## config.mk

```make
export PLATFORM = sky130hd
export DESIGN_NAME = hpb_queue
export DESIGN_NICKNAME = d
export VERILOG_FILES = /design/src/rtl/hpb_pkg.sv /design/src/rtl/hpb_queue.sv
export SDC_FILE = /design/constraint.sdc
export NUM_CORES = 1
export LEC_CHECK = 0
export BUFFER_PORTS_ARGS = -buffer_cell sky130_fd_sc_hd__buf_2
export CAP_MARGIN = 30
export CORE_ASPECT_RATIO = 1.75
export CORE_UTILIZATION = 45
export CTS_CLUSTER_DIAMETER = 120
export CTS_CLUSTER_SIZE = 8
export DETAILED_ROUTE_END_ITERATION = 12
export HOLD_SLACK_MARGIN = 0.12
export PLACE_DENSITY = 0.7
export SLEW_MARGIN = 20
export SYNTH_ARGS = -nofsm -noshare
export SYNTH_HDL_FRONTEND = slang
export SYNTH_SLANG_ARGS = --single-unit
```

## constraint.sdc

```tcl
create_clock -name clk -period 7.28 [get_ports clk]
set_input_delay 1.456 -clock clk [delete_from_list [all_inputs] [get_ports clk]]
set_output_delay 1.456 -clock clk [all_outputs]
set_load 0.005 [all_outputs]
```

## src/rtl/hpb_pkg.sv

```systemverilog
`default_nettype none
package hpb_pkg;

  localparam logic signed [23:0] COEF_A = 24'sd3089397;
  localparam logic signed [23:0] COEF_B = 24'sd6178793;
  localparam logic [31:0] KCOEF_Q36 = 32'd287851471;
  localparam int HEAD_MAX = 12868;
  localparam int ELEV_MAX = 6434;
  localparam int PI_Q16 = 205887;
  localparam int CORDIC_ITERS = 17;

  localparam logic CFG_SAMPLE_RATE = 1'b0;
  localparam logic CFG_FFT_SIZE = 1'b1;

  typedef struct packed {
    logic signed [14:0] heading;
    logic signed [31:0] xq;
    logic signed [31:0] yq;
    logic [31:0]        f8;
  } hpb_job_t;

  function automatic logic [16:0] atan_q16(input logic [4:0] i);
    logic [16:0] v;
    case (i)
      5'd0: v = 17'd51472;
      5'd1: v = 17'd30386;
      5'd2: v = 17'd16055;
      5'd3: v = 17'd8150;
      5'd4: v = 17'd4091;
      5'd5: v = 17'd2047;
      5'd6: v = 17'd1024;
      5'd7: v = 17'd512;
      5'd8: v = 17'd256;
      5'd9: v = 17'd128;
      5'd10: v = 17'd64;
      5'd11: v = 17'd32;
      5'd12: v = 17'd16;
      5'd13: v = 17'd8;
      5'd14: v = 17'd4;
      5'd15: v = 17'd2;
      5'd16: v = 17'd1;
      default: v = 17'd0;
    endcase
    return v;
  endfunction

endpackage
`default_nettype wire

```

## src/rtl/hpb_queue.sv

```systemverilog
`default_nettype none
// Two-entry request queue between front and back.
module hpb_queue
  import hpb_pkg::*;
(
  input  wire logic     clk,
  input  wire logic     rst_n,
  input  wire logic     wr_valid,
  output logic          wr_ready,
  input  wire hpb_job_t wr_data,
  output logic          rd_valid,
  input  wire logic     rd_ready,
  output hpb_job_t      rd_data
);

  hpb_job_t mem_r [2];
  logic wp_r, rp_r;
  logic [1:0] cnt_r;
  logic push, pop;

  assign wr_ready = (cnt_r != 2'd2);
  assign rd_valid = (cnt_r != 2'd0);
  assign push = wr_valid && wr_ready;
  assign pop = rd_valid && rd_ready;
  assign rd_data = mem_r[rp_r];

  always_ff @(posedge clk) begin
    if (push) mem_r[wp_r] <= wr_data;
    if (!rst_n) begin
      wp_r <= 1'b0;
      rp_r <= 1'b0;
      cnt_r <= 2'd0;
    end else begin
      if (push) wp_r <= ~wp_r;
      if (pop) rp_r <= ~rp_r;
      cnt_r <= cnt_r + 2'(push) - 2'(pop);
    end
  end

endmodule
`default_nettype wire

```

### After elaboration in Yosys (flattened, before gate mapping)

Memory sizes are Yosys's and may differ from the RTL's. A register that Yosys moved wholly into a read port is not among the register bits.
Cells that the tools add are included.

* equal/unequal tests: 1
* $add $sub $neg: 2
* bitwise logic cells: 2
* reductions and logical operators: 3
* multiplexer cells: 4

Operators with widths (number)
* $mux W1: 4
* $add A2 B1 Y2: 1
* $logic_and A1 B1 Y1: 2
* $ne A2 B2 Y1 const B: 1
* $not A1 Y1: 2
* $reduce_bool A2 Y1: 1
* $sub A2 B1 Y2: 1

* word-level logic and storage cells: 16
* bits in registers: 4
* memories kept: 1
* bits of input ports: 115
* memory bits (writable): 222
* output and inout port bits: 113

Memory list
* mem_r: words 2, width 111, rd ports 1, clocked after Yosys merged registers in 1, write ports 1, RTL line hpb_queue.sv:16 `hpb_job_t mem_r [2];`

### Logic depth before layout (Yosys ltp)

* depth in word-level cells: 4
* gate-level depth with buffers: 8

### Worst setup path before layout

No wires, ideal clock.

* kind: input -> register
* start point: input port wr_valid
* end point: memory mem_r[0][0] in the netlist's numbering (enable)
* setup slack: 0.532 ns
* buffers on the path: 0
* arrival: 6.166 ns
* stages: 2
* data required time: 6.698 ns
* cell sequence: nand2_1 nor2_1

* cells in the longest elaborated chain, start to end: 3

Ends and longest elaborated chain
* start, declared: RTL line hpb_queue.sv:8 `input wire logic wr_valid,`
* $logic_and A1 B1 Y1: RTL line hpb_queue.sv:23 `assign push = wr_valid && wr_ready;`
* $mux W1: RTL line hpb_queue.sv:28 `if (push) mem_r[wp_r] <= wr_data;`
* $mux W1 (not written as such): RTL line hpb_queue.sv:28
* end, declared: RTL line hpb_queue.sv:16

No other way between the ends.

==> run metrics <==
internal power 2.904 mW; fmax 244.2 MHz; sequential share of the synthesized area 81.79%; RSZ-0062 raised after global routing false; final setup violation count 0; Yosys cell types 17; effective utilization at floorplan 46.03%; DRC 0; PostCTS Resize Cnt 0; Adder-Cell Fraction of Synth Area 0.3025%; Port Buffer Count 227; ANT nets after route 0; Mapped Cells 369; TritonCTS clock tree built; ys async rst share 0%; row count 65; Pwr per Cell Area 358.0 nW/um2; pin count of the biggest net entering global routing 60; XOR/XNOR Fraction of Synth Area 0.3176%; Max-Cap Viols 0; clock latency at the later pin of the worst-skew pair 0.47 ns; WP data arrival 2.64 ns; WL/cell 18.42 um; vias in the first global route 4882; CP required 5.82 ns; hold_ws 0.5408 ns; die height 181.4 um; crit-path max FO 58; warning count from the yosys run 0; internal reg-to-reg setup slack 4.83 ns; antenna violations before repair 9; Total GRT Usage 17.12%; met2 Use GR 31.76%; Clock Power Share 36.4%; min-delay worst type flip-flop to flip-flop; nets@finish 741; CTS clk-pin slew, worst paths 0.05 ns; syn nets 486; largest family of logic cells by synthesized area multiplexers; layout cells sized above 1 60.76%; first-pass GRT wire length 24.37 mm; die width 104.5 um; Period minus WS final 4.095 ns; Simple-Gate Fraction of Synth Area 0.7411%; CTS Hold Buffers Added 0; Worst Hold Depth 2; crit end category output pin; # IOs 228; via-per-instance ratio 4.979; core footprint 17970 um2; area grow syn2layout 28.09%; grt ovf 0; mux contribution to synthesized area 15.23%; met3 global-route usage 4.978%; Reg power frac 45.6%; Startpoint Class flip-flop; DR iter-0 viols 143; mapped cell area 8273 um2; cts bufs inserted 34; via count 4342; Fin Setup TNS 0 ns; Bufs on Longest Clock Path 3; final clock skew 0.01013 ns; r2r endpoint mem_r[1][68]$_DFFE_PP_; transition time of the tightest slew-check pin 0.7926 ns; Rel. slew slack 47.16%; hpwl dp 10.62 mm; switching power 0.8896 mW; CTS Sinks 227; FF+latch count, synth 227; gp weighted congestion 0.7660; Post-Route WL 16.06 mm; Die ar. 18950 um2; Most Crowded Layer GR met2; P_leak 3.962 nW; Worst R2R Path Depth 3; drt pass-1 iters 4; Critical R2R Launch cnt_r[0]$_SDFF_PN0_; status complete, no violations; Comb power frac 18.0%; Sw Share 23.45%; number of H-tree levels 2; post-CTS setup buffer count 0; Synth Area in Compound Gates 0.09074%; DP Worst Slack 3.629 ns; Post-synth EDFFs 222; fin crit share 56.25%; Setup WS post-layout 3.185 ns; Synth Flop Type edfxtp_1; met1 Resource Use GR 15.12%; Finished Cell Area 10600 um2; Root Buffer clkbuf_16; Avg Inst Size Synth 22.42 um2; VDD IR-drop max 339.1 uV; Slew Viols, Final 0; critical hold path startpoint rp_r$_SDFFE_PN0P_; Placed Area 9625 um2; WS Path Type flip-flop to output pin; final hold violations 0
-- layout by cell type (no fill, tap or decap), drive strengths merged --
master	count
and2	2
and3	1
buf	231
clkbuf	43
clkinvlp	1
dfxtp	5
diode	6
edfxtp	222
ha	2
inv	1
mux2	111
mux2i	1
nand2	2
nand2b	2
nor2	1
nor2b	2
o21a	1
or2	1
xnor2	3
-- cell type report --
type	count	area [um2]
Fill cell	1366	7377
Sequential cell	227	6770
Multi-Input combinational cell	129	1393
Timing Repair Buffer	231	1166
Clock buffer	43	948.4
Tap cell	234	292.8
Antenna cell	6	15.01
Clock inverter	1	7.507
Inverter	1	3.754
-- worst max-delay path by stage --
stage                             to  slack, ns  startpoint
6_report                 rd_data[72]       3.19   flip-flop
5_1_grt                  rd_data[72]       3.02   flip-flop
4_1_cts                  rd_data[72]       3.13   flip-flop
3_5_place_dp             rd_data[72]       3.63   flip-flop
3_3_place_gp             rd_data[72]       3.67   flip-flop
2_1_floorplan  mem_r[0][0]$_DFFE_PP_       0.53    wr_valid
-- kinds of logic (layout without fill, tap and decap cells) --
group / count (synthesis) / count (layout)
DFF: 227 / 227
adders and majority gates: 2 / 2
xor gates and xnor gates: 3 / 3
muxes: 112 / 112
AOI/OAI and AO/OA: 1 / 1
and+or+nand+nor: 11 / 11
other: 0 / 6
buffers and inverters: 13 / 276
-- critical path, cell delays in order, from the launching register on --
cell and delay, ns:
dfxtp_4 0.84, buf_4 0.70, mux2_2 0.44, buf_2 0.14
-- cell usage after synthesis, drive strengths merged, types with 2 or more instances --
| cell type | n | area (um2) |
|---|---|---|
| edfxtp | 222 | 6666 |
| mux2 | 111 | 1250 |
| buf | 12 | 122.6 |
| dfxtp | 5 | 100.1 |
| xnor2 | 3 | 26.28 |
| and2 | 2 | 12.51 |
| ha | 2 | 25.02 |
| nand2 | 2 | 7.510 |
| nand2b | 2 | 12.51 |
| nor2b | 2 | 12.51 |
-- flip-flops by register name (all words and copies together) (netlist names), named ones only --
name	flops
rp_r	1
cnt_r	2
mem_r	222
wp_r	1
-- power by group through the flow --
| stage | sequential, mW | clock [mW] | combinational (mW) |
|---|---|---|---|
| after floorplan | 1.72 | 0 | 0.458 |
| after global placement | 1.75 | 0 | 0.686 |
| after detailed placement | 1.76 | 0 | 0.695 |
| after CTS | 1.73 | 1.41 | 0.699 |
| after global routing | 1.75 | 1.46 | 0.744 |
| final | 1.73 | 1.38 | 0.684 |
-- stage by stage --
| stage | std cells | power [mW] | utilization, % |
|---|---|---|---|
| 2_1_floorplan | 369 | 2.181 | - |
| 3_3_place_gp | 822 | 2.433 | 53.55 |
| 3_5_place_dp | 822 | 2.453 | 53.55 |
| 4_1_cts | 866 | 3.848 | 58.87 |
| 5_1_grt | 871 | 3.958 | 58.94 |
| 6_report | 872 | 3.794 | 58.96 |
-- routing by layer --
| metal | up-vias | wire length (um) |
|---|---|---|
| li1 | 1969 | - |
| met1 | 2104 | 5025 |
| met2 | 196 | 8902 |
| met3 | 67 | 1102 |
| met4 | 6 | 994 |
| met5 | - | 36 |
Power figures use the tool's default switching activity.
