<file path="src/rtl/hpb_pkg.sv">
`default_nettype none
package hpb_pkg;

  localparam logic signed [23:0] COEF_A = 24'sd3089397;
  localparam logic signed [23:0] COEF_B = 24'sd6178793;
  localparam logic [31:0] KCOEF_Q36 = 32'd287851471;
  localparam int HEAD_MAX = 12868;
  localparam int ELEV_MAX = 6434;
  localparam int PI_Q16 = 205887;
  localparam int CORDIC_ITERS = 17;

  localparam logic CFG_SAMPLE_RATE = 1'b0;
  localparam logic CFG_FFT_SIZE = 1'b1;

  typedef struct packed {
    logic signed [14:0] heading;
    logic signed [31:0] xq;
    logic signed [31:0] yq;
    logic [31:0]        f8;
  } hpb_job_t;

  function automatic logic [16:0] atan_q16(input logic [4:0] i);
    logic [16:0] v;
    case (i)
      5'd0: v = 17'd51472;
      5'd1: v = 17'd30386;
      5'd2: v = 17'd16055;
      5'd3: v = 17'd8150;
      5'd4: v = 17'd4091;
      5'd5: v = 17'd2047;
      5'd6: v = 17'd1024;
      5'd7: v = 17'd512;
      5'd8: v = 17'd256;
      5'd9: v = 17'd128;
      5'd10: v = 17'd64;
      5'd11: v = 17'd32;
      5'd12: v = 17'd16;
      5'd13: v = 17'd8;
      5'd14: v = 17'd4;
      5'd15: v = 17'd2;
      5'd16: v = 17'd1;
      default: v = 17'd0;
    endcase
    return v;
  endfunction

endpackage
`default_nettype wire

</file>
<file path="src/rtl/hpb_cordic.sv">
`default_nettype none
// Iterative vectoring CORDIC: one micro-rotation per cycle, Q12 result.
module hpb_cordic
  import hpb_pkg::*;
(
  input  wire logic               clk,
  input  wire logic               rst_n,
  input  wire logic               start,
  input  wire logic signed [33:0] y_in,
  input  wire logic signed [33:0] x_in,
  output logic                    done,
  output logic signed [14:0]      angle
);

  typedef enum logic [2:0] {
    C_IDLE = 3'b001,
    C_RUN  = 3'b010,
    C_DONE = 3'b100
  } cst_t;

  cst_t state_r, state_nxt;
  logic signed [59:0] x_r, y_r;
  logic signed [59:0] x_nxt, y_nxt;
  logic signed [20:0] z_r, z_nxt;
  logic signed [19:0] off_r, off_nxt;
  logic [4:0] it_r, it_nxt;
  logic zero_r, zero_nxt;
  logic signed [59:0] xs, ys, dx, dy;
  logic signed [21:0] sum;
  logic signed [17:0] res;

  assign dx = y_r >>> it_r;
  assign dy = x_r >>> it_r;
  assign xs = 60'(x_in) <<< 24;
  assign ys = 60'(y_in) <<< 24;
  assign sum = 22'(off_r) + 22'(z_r) + 22'sd8;
  assign res = 18'(sum >>> 4);

  always_comb begin
    state_nxt = state_r;
    x_nxt = x_r;
    y_nxt = y_r;
    z_nxt = z_r;
    off_nxt = off_r;
    it_nxt = it_r;
    zero_nxt = zero_r;
    unique case (state_r)
      C_IDLE: begin
        if (start) begin
          zero_nxt = (x_in == 34'sd0) && (y_in == 34'sd0);
          z_nxt = '0;
          it_nxt = '0;
          if (xs < 0) begin
            off_nxt = (ys >= 0) ? 20'(PI_Q16) : -20'(PI_Q16);
            x_nxt = -xs;
            y_nxt = -ys;
          end else begin
            off_nxt = '0;
            x_nxt = xs;
            y_nxt = ys;
          end
          state_nxt = C_RUN;
        end
      end
      C_RUN: begin
        if (y_r >= 0) begin
          x_nxt = x_r + dx;
          y_nxt = y_r - dy;
          z_nxt = z_r + 21'(atan_q16(it_r));
        end else begin
          x_nxt = x_r - dx;
          y_nxt = y_r + dy;
          z_nxt = z_r - 21'(atan_q16(it_r));
        end
        it_nxt = it_r + 5'd1;
        if (it_r == 5'(CORDIC_ITERS - 1)) state_nxt = C_DONE;
      end
      C_DONE: state_nxt = C_IDLE;
      default: state_nxt = C_IDLE;
    endcase
  end

  always_ff @(posedge clk) begin
    if (!rst_n) state_r <= C_IDLE;
    else state_r <= state_nxt;
    x_r <= x_nxt;
    y_r <= y_nxt;
    z_r <= z_nxt;
    off_r <= off_nxt;
    it_r <= it_nxt;
    zero_r <= zero_nxt;
  end

  assign done = (state_r == C_DONE);

  always_comb begin
    if (zero_r) angle = '0;
    else if (res > 18'(HEAD_MAX)) angle = 15'(HEAD_MAX);
    else if (res < -18'(HEAD_MAX)) angle = -15'(HEAD_MAX);
    else angle = 15'(res);
  end

endmodule
`default_nettype wire

</file>
<file path="src/rtl/hpb_front.sv">
`default_nettype none
// Front end: geometry matrix, bin-to-frequency divide, heading CORDIC (mode 0; mode 1 passes the given values on).
module hpb_front
  import hpb_pkg::*;
#(
  parameter int PHASE_FRAC_BITS = 12
) (
  input  wire logic               clk,
  input  wire logic               rst_n,
  input  wire logic               start,
  output logic                    busy,
  input  wire logic [23:0]        adc_rate_hz,
  input  wire logic [16:0]        fft_size,
  input  wire logic               action,
  input  wire logic signed [15:0] phase_ref,
  input  wire logic signed [15:0] phase_a,
  input  wire logic signed [15:0] phase_b,
  input  wire logic signed [15:0] phase_c,
  input  wire logic [15:0]        bin_index,
  input  wire logic signed [14:0] given_heading,
  input  wire logic signed [31:0] given_x,
  input  wire logic signed [31:0] given_y,
  input  wire logic [23:0]        given_frequency,
  output logic                    job_valid,
  input  wire logic               job_ready,
  output hpb_job_t                job
);

  typedef enum logic [5:0] {
    F_IDLE = 6'b000001,
    F_MUL  = 6'b000010,
    F_SUM  = 6'b000100,
    F_DIV  = 6'b001000,
    F_ATAN = 6'b010000,
    F_OUT  = 6'b100000
  } fst_t;

  fst_t state_r;
  logic signed [16:0] da_r, db_r, dc_r;
  logic [15:0] bin_r;
  logic signed [41:0] pa_r, pb_r, pc_r;
  logic signed [44:0] accx, accy;
  logic signed [44:0] half;
  logic signed [44:0] rx, ry;
  logic [47:0] num_r;
  logic [48:0] rem_r;
  logic [5:0] dcnt_r;
  logic [47:0] quo_r;
  logic [49:0] rem_sh;
  logic [39:0] prod;
  hpb_job_t job_r;
  logic cord_start;
  logic cord_done;
  logic signed [14:0] cord_angle;
  logic zero_div_r;

  assign half = 45'sd1 <<< (PHASE_FRAC_BITS - 1);
  assign accx = 45'(pa_r) - 45'(pb_r) + 45'(pc_r);
  assign accy = 45'(pc_r) - 45'(pa_r);
  assign rx = (accx + half) >>> PHASE_FRAC_BITS;
  assign ry = (accy + half) >>> PHASE_FRAC_BITS;
  assign prod = 40'(bin_r) * 40'(adc_rate_hz);
  assign rem_sh = {rem_r, num_r[47]};

  function automatic logic signed [31:0] sat32(input logic signed [44:0] v);
    if (v > 45'sh7FFFFFFF) return 32'sh7FFFFFFF;
    if (v < -45'sh80000000) return 32'sh80000000;
    return 32'(v);
  endfunction

  assign cord_start = (state_r == F_DIV) && (dcnt_r == 6'd0);

  hpb_cordic u_atan (
    .clk   (clk),
    .rst_n (rst_n),
    .start (cord_start),
    .y_in  (34'(job_r.yq)),
    .x_in  (34'(job_r.xq)),
    .done  (cord_done),
    .angle (cord_angle)
  );

  always_ff @(posedge clk) begin
    if (!rst_n) begin
      state_r <= F_IDLE;
    end else begin
      unique case (state_r)
        F_IDLE: begin
          if (start) begin
            da_r <= 17'(phase_a) - 17'(phase_ref);
            db_r <= 17'(phase_b) - 17'(phase_ref);
            dc_r <= 17'(phase_c) - 17'(phase_ref);
            bin_r <= bin_index;
            job_r.heading <= given_heading;
            job_r.xq <= given_x;
            job_r.yq <= given_y;
            job_r.f8 <= {given_frequency, 8'd0};
            state_r <= action ? F_OUT : F_MUL;
          end
        end
        F_MUL: begin
          pa_r <= 42'(da_r) * 42'(COEF_A);
          pb_r <= 42'(db_r) * 42'(COEF_B);
          pc_r <= 42'(dc_r) * 42'(COEF_A);
          state_r <= F_SUM;
        end
        F_SUM: begin
          job_r.xq <= sat32(rx);
          job_r.yq <= sat32(ry);
          num_r <= {prod, 8'd0};
          rem_r <= '0;
          quo_r <= '0;
          dcnt_r <= 6'd48;
          zero_div_r <= (fft_size == 17'd0);
          state_r <= F_DIV;
        end
        F_DIV: begin
          if (dcnt_r != 6'd0) begin
            // restoring divide, one quotient bit per cycle
            num_r <= num_r << 1;
            if (rem_sh >= 50'(fft_size)) begin
              rem_r <= 49'(rem_sh - 50'(fft_size));
              quo_r <= {quo_r[46:0], 1'b1};
            end else begin
              rem_r <= 49'(rem_sh);
              quo_r <= {quo_r[46:0], 1'b0};
            end
            dcnt_r <= dcnt_r - 6'd1;
          end else begin
            if (zero_div_r || quo_r[47:32] != 16'd0) job_r.f8 <= 32'hFFFFFFFF;
            else job_r.f8 <= quo_r[31:0];
            state_r <= F_ATAN;
          end
        end
        F_ATAN: begin
          if (cord_done) begin
            job_r.heading <= cord_angle;
            state_r <= F_OUT;
          end
        end
        F_OUT: begin
          if (job_ready) state_r <= F_IDLE;
        end
        default: state_r <= F_IDLE;
      endcase
    end
  end

  assign busy = (state_r != F_IDLE);
  assign job_valid = (state_r == F_OUT);
  assign job = job_r;

endmodule
`default_nettype wire

</file>
<file path="config.mk">
export PLATFORM = sky130hd
export DESIGN_NAME = hpb_front
export DESIGN_NICKNAME = d
export VERILOG_FILES = /design/src/rtl/hpb_pkg.sv /design/src/rtl/hpb_cordic.sv /design/src/rtl/hpb_front.sv
export SDC_FILE = /design/constraint.sdc
export NUM_CORES = 2
export LEC_CHECK = 0
export BUFFER_PORTS_ARGS = -buffer_cell sky130_fd_sc_hd__buf_2
export CAP_MARGIN = 40
export CORE_UTILIZATION = 49
export CTS_BUF_LIST = sky130_fd_sc_hd__clkbuf_2
export DETAILED_ROUTE_END_ITERATION = 8
export PLACE_DENSITY = 0.7
export SETUP_SLACK_MARGIN = 0.05
export SYNTH_ARGS = -nofsm -noshare
export SYNTH_HDL_FRONTEND = slang
export SYNTH_SLANG_ARGS = --single-unit
</file>
<file path="constraint.sdc">
create_clock -name clk -period 19 [get_ports clk]
set_input_delay 0.95 -clock clk [delete_from_list [all_inputs] [get_ports clk]]
set_output_delay 0.95 -clock clk [all_outputs]
set_load 0.005 [all_outputs]
</file>
# Word-level counts from Yosys, hierarchy flattened
# Memory sizes are Yosys's and may differ from the RTL's. A register that Yosys moved wholly into a read port is not among the register bits.
# Cells that the tools add are included.
[word_totals]
regBits = 627
inputBits = 229
word_cells = 177
memories = 2
ram_bits = 0
latch_bits = 0
rom_bits = 1024
[memory_table]
columns = ["memory", "words", "width", "read_ports", "rd_clocked_by_memory_dff", "write_ports", "line", "text"]
rows = [
  ["(name not given)", 32, 16, 1, 1, 0, "hpb_pkg.sv:24", "case (i)"],
  ["(name not given)", 32, 16, 1, 1, 0, "hpb_pkg.sv:24", ""],
]
[op_classes]
bitwise = 0
order_cmp = 10
eq_ne = 18
addsub = 21
div = 0
mul = 4
reduce_logical = 25
shift = 2
mux = 71
[op_table]
columns = ["op", "n"]
rows = [
  ["2-to-1 mux 60 bit", 6],
  ["2-to-1 mux 32 bit", 10],
  ["case mux 60 bit (2 select lines)", 2],
  ["case mux 48 bit (2 select lines)", 2],
  ["case mux 64 bit (2 select lines)", 1],
  ["adder 60 bit", 2],
  ["negator 56 -> 60 bit", 2],
  [">>> shifter 60 x 5 -> 60 bit", 2],
  ["subtractor 60 bit", 2],
  ["2-to-1 mux 111 bit", 1],
  ["2-to-1 mux 49 bit", 2],
  ["case mux 49 bit (2 select lines)", 1],
  ["2-to-1 mux 48 bit", 2],
  ["multiplier 17 x 23 -> 40 bit, second input constant", 2],
  ["logical NOT 34 bit", 2],
  ["2-to-1 mux 17 bit", 4],
  ["case mux 32 bit (2 select lines)", 1],
  [">= comparator 60 x 1 -> 1 bit, second input constant", 1],
  ["2-to-1 mux 15 bit", 4],
  [">= comparator 56 x 1 -> 1 bit, second input constant", 1],
  ["less-than comparator 56 x 1 -> 1 bit, second input constant", 1],
  ["subtractor 16 x 16 -> 17 bit", 3],
  [">= comparator 50 x 17 -> 1 bit", 1],
  ["subtractor 49 x 17 -> 49 bit", 1],
  ["54 further kinds", 95],
]

# Logic depth before layout (Yosys ltp)
[depth]
word_depth = 13
ltp_mapped = 39
depth_no_buf = 29

# Cells and area by module
# From an unflattened synthesis, not the netlist that was laid out.
[hier_totals]
hier_cells = 9330
area_unflattened_um2 = 88309.7
[by_module_without_submodules]
columns = ["mod", "area_per_inst_um2", "cells_each", "instances", "seq_area_each_um2"]
rows = [
  ["hpb_front", 58122.0, 5812, 1, 13422.9],
  ["hpb_cordic", 30187.7, 3518, 1, 4884.7],
]

# Worst setup path after synthesis
# No wires, ideal clock.
[synth_timing]
path_kind = "input to register"
from = "in rst_n"
to = "reg pa_r[0] (enable)"
n_path_buf = 0
setup_time_ps = 750
cell_stages = 2
arrival_ps = 9179
t_required_ps = 18250
slack_ps = 9071
path_cell_list = "nand2_1 > nor3_1"
[synth_between]
elab_chain_cells = 1
[synth_rtl]
columns = ["item", "line", "text"]
rows = [
  ["from (decl)", "hpb_front.sv:9", "input wire logic rst_n,"],
  ["AND reduction 2 bit (no line)", "--", ""],
  ["to (signal assigned)", "hpb_front.sv:102", "pa_r <= 42'(da_r) * 42'(COEF_A);"],
  ["to (decl)", "hpb_front.sv:41", "logic signed [41:0] pa_r, pb_r, pc_r;"],
]
# Every way passes these cells.
# A chain may end at the register's enable or synchronous reset.

# Worst setup path in the final report
[layout_timing]
from = "reg u_atan.it_r[2]"
to = "reg u_atan.y_r[59], data pin"
[layout_between]
elab_chain_cells = 4
elab_cells_between_ends = 5
[layout_rtl]
columns = ["item", "line", "text"]
rows = [
  ["from (decl)", "hpb_cordic.sv:26", "logic [4:0] it_r, it_nxt;"],
  ["from (signal assigned)", "hpb_cordic.sv:90", "it_r <= it_nxt;"],
  [">>> shifter 60 x 5 -> 60 bit *", "hpb_cordic.sv:33", "assign dy = x_r >>> it_r;"],
  ["adder 60 bit / subtractor 60 bit (equally long branches)", "hpb_cordic.sv:72, hpb_cordic.sv:68", ""],
  ["2-to-1 mux 60 bit *", "hpb_cordic.sv:66", "if (y_r >= 0) begin"],
  ["case mux 60 bit (2 select lines) *", "hpb_cordic.sv:47", "unique case (state_r)"],
  ["net u_atan.y_nxt[59]", "hpb_cordic.sv:23", "logic signed [59:0] x_nxt, y_nxt;"],
  ["to (signal assigned)", "hpb_cordic.sv:87", "y_r <= y_nxt;"],
  ["to (decl)", "hpb_cordic.sv:22", "logic signed [59:0] x_r, y_r;"],
]
# The timed path passes the listed nets; every way through them passes the cells marked *.

==> flow_metrics.py <==
metrics = {
    "worst_setup_path": {
        "crit_type": "flip-flop to flip-flop",
        "start_kind": "flip-flop",
        "cp.arrival_ns": 10.33,
        "crit_path_end_kind": "flip-flop",
        "path_max_fanout": 76,
        "crit_required_ns": 20.45,
    },
    "clock_network": {
        "ctsHoldBuffers": 419,
        "numCtsBuffers": 182,
        "htreeDepth": 4,
        "cts_tree": "yes",
        "cts_setup_buffers": 0,
        "ctsResizeCount": 0,
        "cts.sinks": 618,
        "cts_root_buffer": "clkbuf_2",
        "cts_buffer_depth": 3,
        "clk_latency_ns": 1.81,
        "cts.clk_slew.worst_paths_ns": 0.12,
    },
    "finish": {
        "multi_input_area_sq_um": 60300,
        "final_cell_mix": "inv_1, ha_1, nand2_1",
        "drive_gt1_share_pct": 10.1,
        "num-fill-cells": 15200,
        "nets": 11700,
        "final_common_cell": "inv_1",
        "area_delta_synth_final_pct": 11.8,
        "postLayoutCoreUtil_pct": 55.2,
        "seq_area_sq_um": 18300,
    },
    "route": {
        "drt-met1-wl_um": 104000,
        "routed_wl_um": 261000,
        "dr.pass1.iters": 7,
        "avgRoutedWirePerCell_um": 21.5,
        "dr_wl_met3_um": 16900,
        "met2_length_um": 124000,
        "vias": 70400,
        "highest_layer": "met4",
        "viasPerCell": 5.80,
        "drtIter0Drc": 6643,
        "drc": 0,
        "drtAntennaViolNets": 0,
    },
    "timing": {
        "finalHoldViolations": 0,
        "setup_viol": 0,
        "rsz0062_at_grt": "no",
        "finalSetupTns_ns": 0,
        "maxSlewHeadroom_pct": 15.8,
        "fmax_mhz": 113,
        "worstMarginPinSlew_ns": 1.26,
        "fin_skew_ns": 0.157,
        "post-route-min-period_ns": 8.89,
        "min_period_over_period_pct": 46.8,
        "slew_violations": 0,
    },
    "global_route": {
        "overflow": 0,
        "first_global_vias": 70300,
        "track_usage_pct": 29.6,
        "antenna_found_initial": 14,
        "grt_max_degree": 172,
        "grt_pass1_wl_um": 401000,
    },
    "die": {
        "io_pins": 342,
        "die_area_sq_um": 175000,
        "coreArea_sq_um": 172000,
        "start_util_pct": 49.3,
        "row_count": 152,
        "die_y_um": 418,
        "die_w_um": 418,
    },
    "synthesis": {
        "syn_inst": 8960,
        "ys_warn_count": 0,
        "synth-async-reset-ratio_pct": 0,
        "ys_types": 99,
        "synthTopCellsByArea": "edfxtp_1, fa_1, ha_1",
        "ys_ff_latch": 618,
        "synth_nets": 11000,
        "synth_area_sq_um": 84700,
        "netlist.area_leader.share_pct": 21.0,
        "synth-seq-area-share_pct": 21.6,
        "avgSynthCellArea_sq_um": 9.46,
        "synth_ff_type": "edfxtp_1",
        "yosysTopAreaCell": "edfxtp_1",
        "synth_edf_count": 593,
    },
    "status": {
        "status": "finished, final reports clean",
    },
    "place": {
        "hpwl_um": 202000,
        "place.gp.congestion": 0.987,
        "numPortBuffers": 341,
    },
    "flow_run": {
        "maxCapViolCount": 0,
    },
    "hold_path": {
        "holdCritPathClass": "input pin to flip-flop",
    },
}
==> registers in the layout (all words and copies together) (netlist names), 21 cells and up, named ones only <==
name,cells
pb_r,41
num_r,40
pa_r,40
u_atan.z_r,21
job,111
quo_r,48
u_atan.y_r,60
pc_r,40
u_atan.x_r,60
rem_r,49
==> synthesized netlist by cell type (25+ instances only) <==
cell	number
a211oi_1	46
a21boi_0	35
a21o_1	199
a21oi_1	452
a31oi_1	52
and2_1	211
and3_1	49
buf_1	35
buf_2	32
clkbuf_1	221
dfxtp_1	25
edfxtp_1	593
fa_1	760
ha_1	1021
inv_1	1305
mux2_2	64
mux2i_1	136
mux4_2	148
nand2_1	903
nand2b_1	95
nand3_1	119
nand4_1	47
nor2_1	515
nor2b_1	47
nor3_1	143
nor4_1	43
o211ai_1	25
o21a_1	56
o21ai_0	452
o21bai_1	51
o31ai_1	68
or2_2	41
or3_1	61
or4_1	28
xnor2_1	333
xor2_1	220
==> layout make-up <==
type                            instances  share of cell area [%]
Antenna cell                           17                  0.0449
Clock buffer                          238                    1.26
Sequential cell                       618                    19.3
Multi-Input combinational cell       6726                    63.6
Tap cell                             2310                    3.05
Timing Repair Buffer                  821                    6.83
Clock inverter                         91                   0.675
Inverter                             1310                    5.20
==> stage by stage <==
step | setup WS (ns) | cell area (sq um) | cells | hold slack (ns)
2_1_floorplan | 9.07 | 84700 | 8960 | 0.473
5_1_grt | 9.75 | 94700 | 12100 | 0.0848
4_1_cts | 10.34 | 94700 | 12100 | 0.00467
3_3_place_gp | 9.99 | 88500 | 11400 | 0.492
3_5_place_dp | 10.42 | 88700 | 11400 | 0.499
6_report | 10.11 | 94700 | 12100 | 0.226
==> layer usage <==
layer | track usage [%] | vias to the layer above
li1 | - | 32300
met1 | 37.3 | 34400
met2 | 48.8 | 2919
met3 | 4.36 | 774
met4 | 16.4 | 0
met5 | 0 | -
==> worst max-delay path: stages (launching register included) <==
cell and delay (ns):
edfxtp_1 0.39, buf_4 0.39, inv_6 0.59, buf_4 0.87
mux4_2 0.68, o31ai_2 0.33, o311a_2 0.26, nor3b_2 0.23
nand4_1 0.23, or4_4 0.63, or3_1 0.36, o41ai_1 0.36
xor2_1 0.21, ha_1 0.28, a21o_1 0.19, a21o_1 0.17
a21oi_1 0.21, o21ai_0 0.18, and2_1 0.21, a21oi_1 0.14
nand2_1 0.07, a21oi_1 0.37, o21bai_1 0.20, a211oi_1 0.49
a21oi_1 0.15, xor2_1 0.19, a21oi_1 0.10
==> logic make-up after synthesis <==
family                   share of synthesized area [%]
flip-flops                                        21.6
XOR/XNOR                                          5.72
multiplexers                                      6.88
AND/OR/NAND/NOR                                   13.1
adder cells (fa/ha/maj)                           33.0
AO/OA/AOI/OAI                                     12.3
buffers and inverters                             7.36
==> worst paths after layout <==
| path | startpoint | to | slack [ns] | depth (start not counted) |
|---|---|---|---|---|
| setup / recovery | u_atan.it_r[2]$_DFFE_PP_ | u_atan.y_r[59]$_DFFE_PP_ | 10.11 | 26 |
| hold / removal | given_y[30] | job[62]$_DFFE_PP_ | 0.23 | 3 |
| setup reg to reg | u_atan.it_r[2]$_DFFE_PP_ | u_atan.y_r[59]$_DFFE_PP_ | 10.11 | 26 |
| hold reg to reg | num_r[11]$_DFFE_PP_ | num_r[12]$_DFFE_PP_ | 0.49 | 2 |
Power is not shown: default switching activity piles up to over one toggle a cycle in this logic, so the estimate is an artifact.
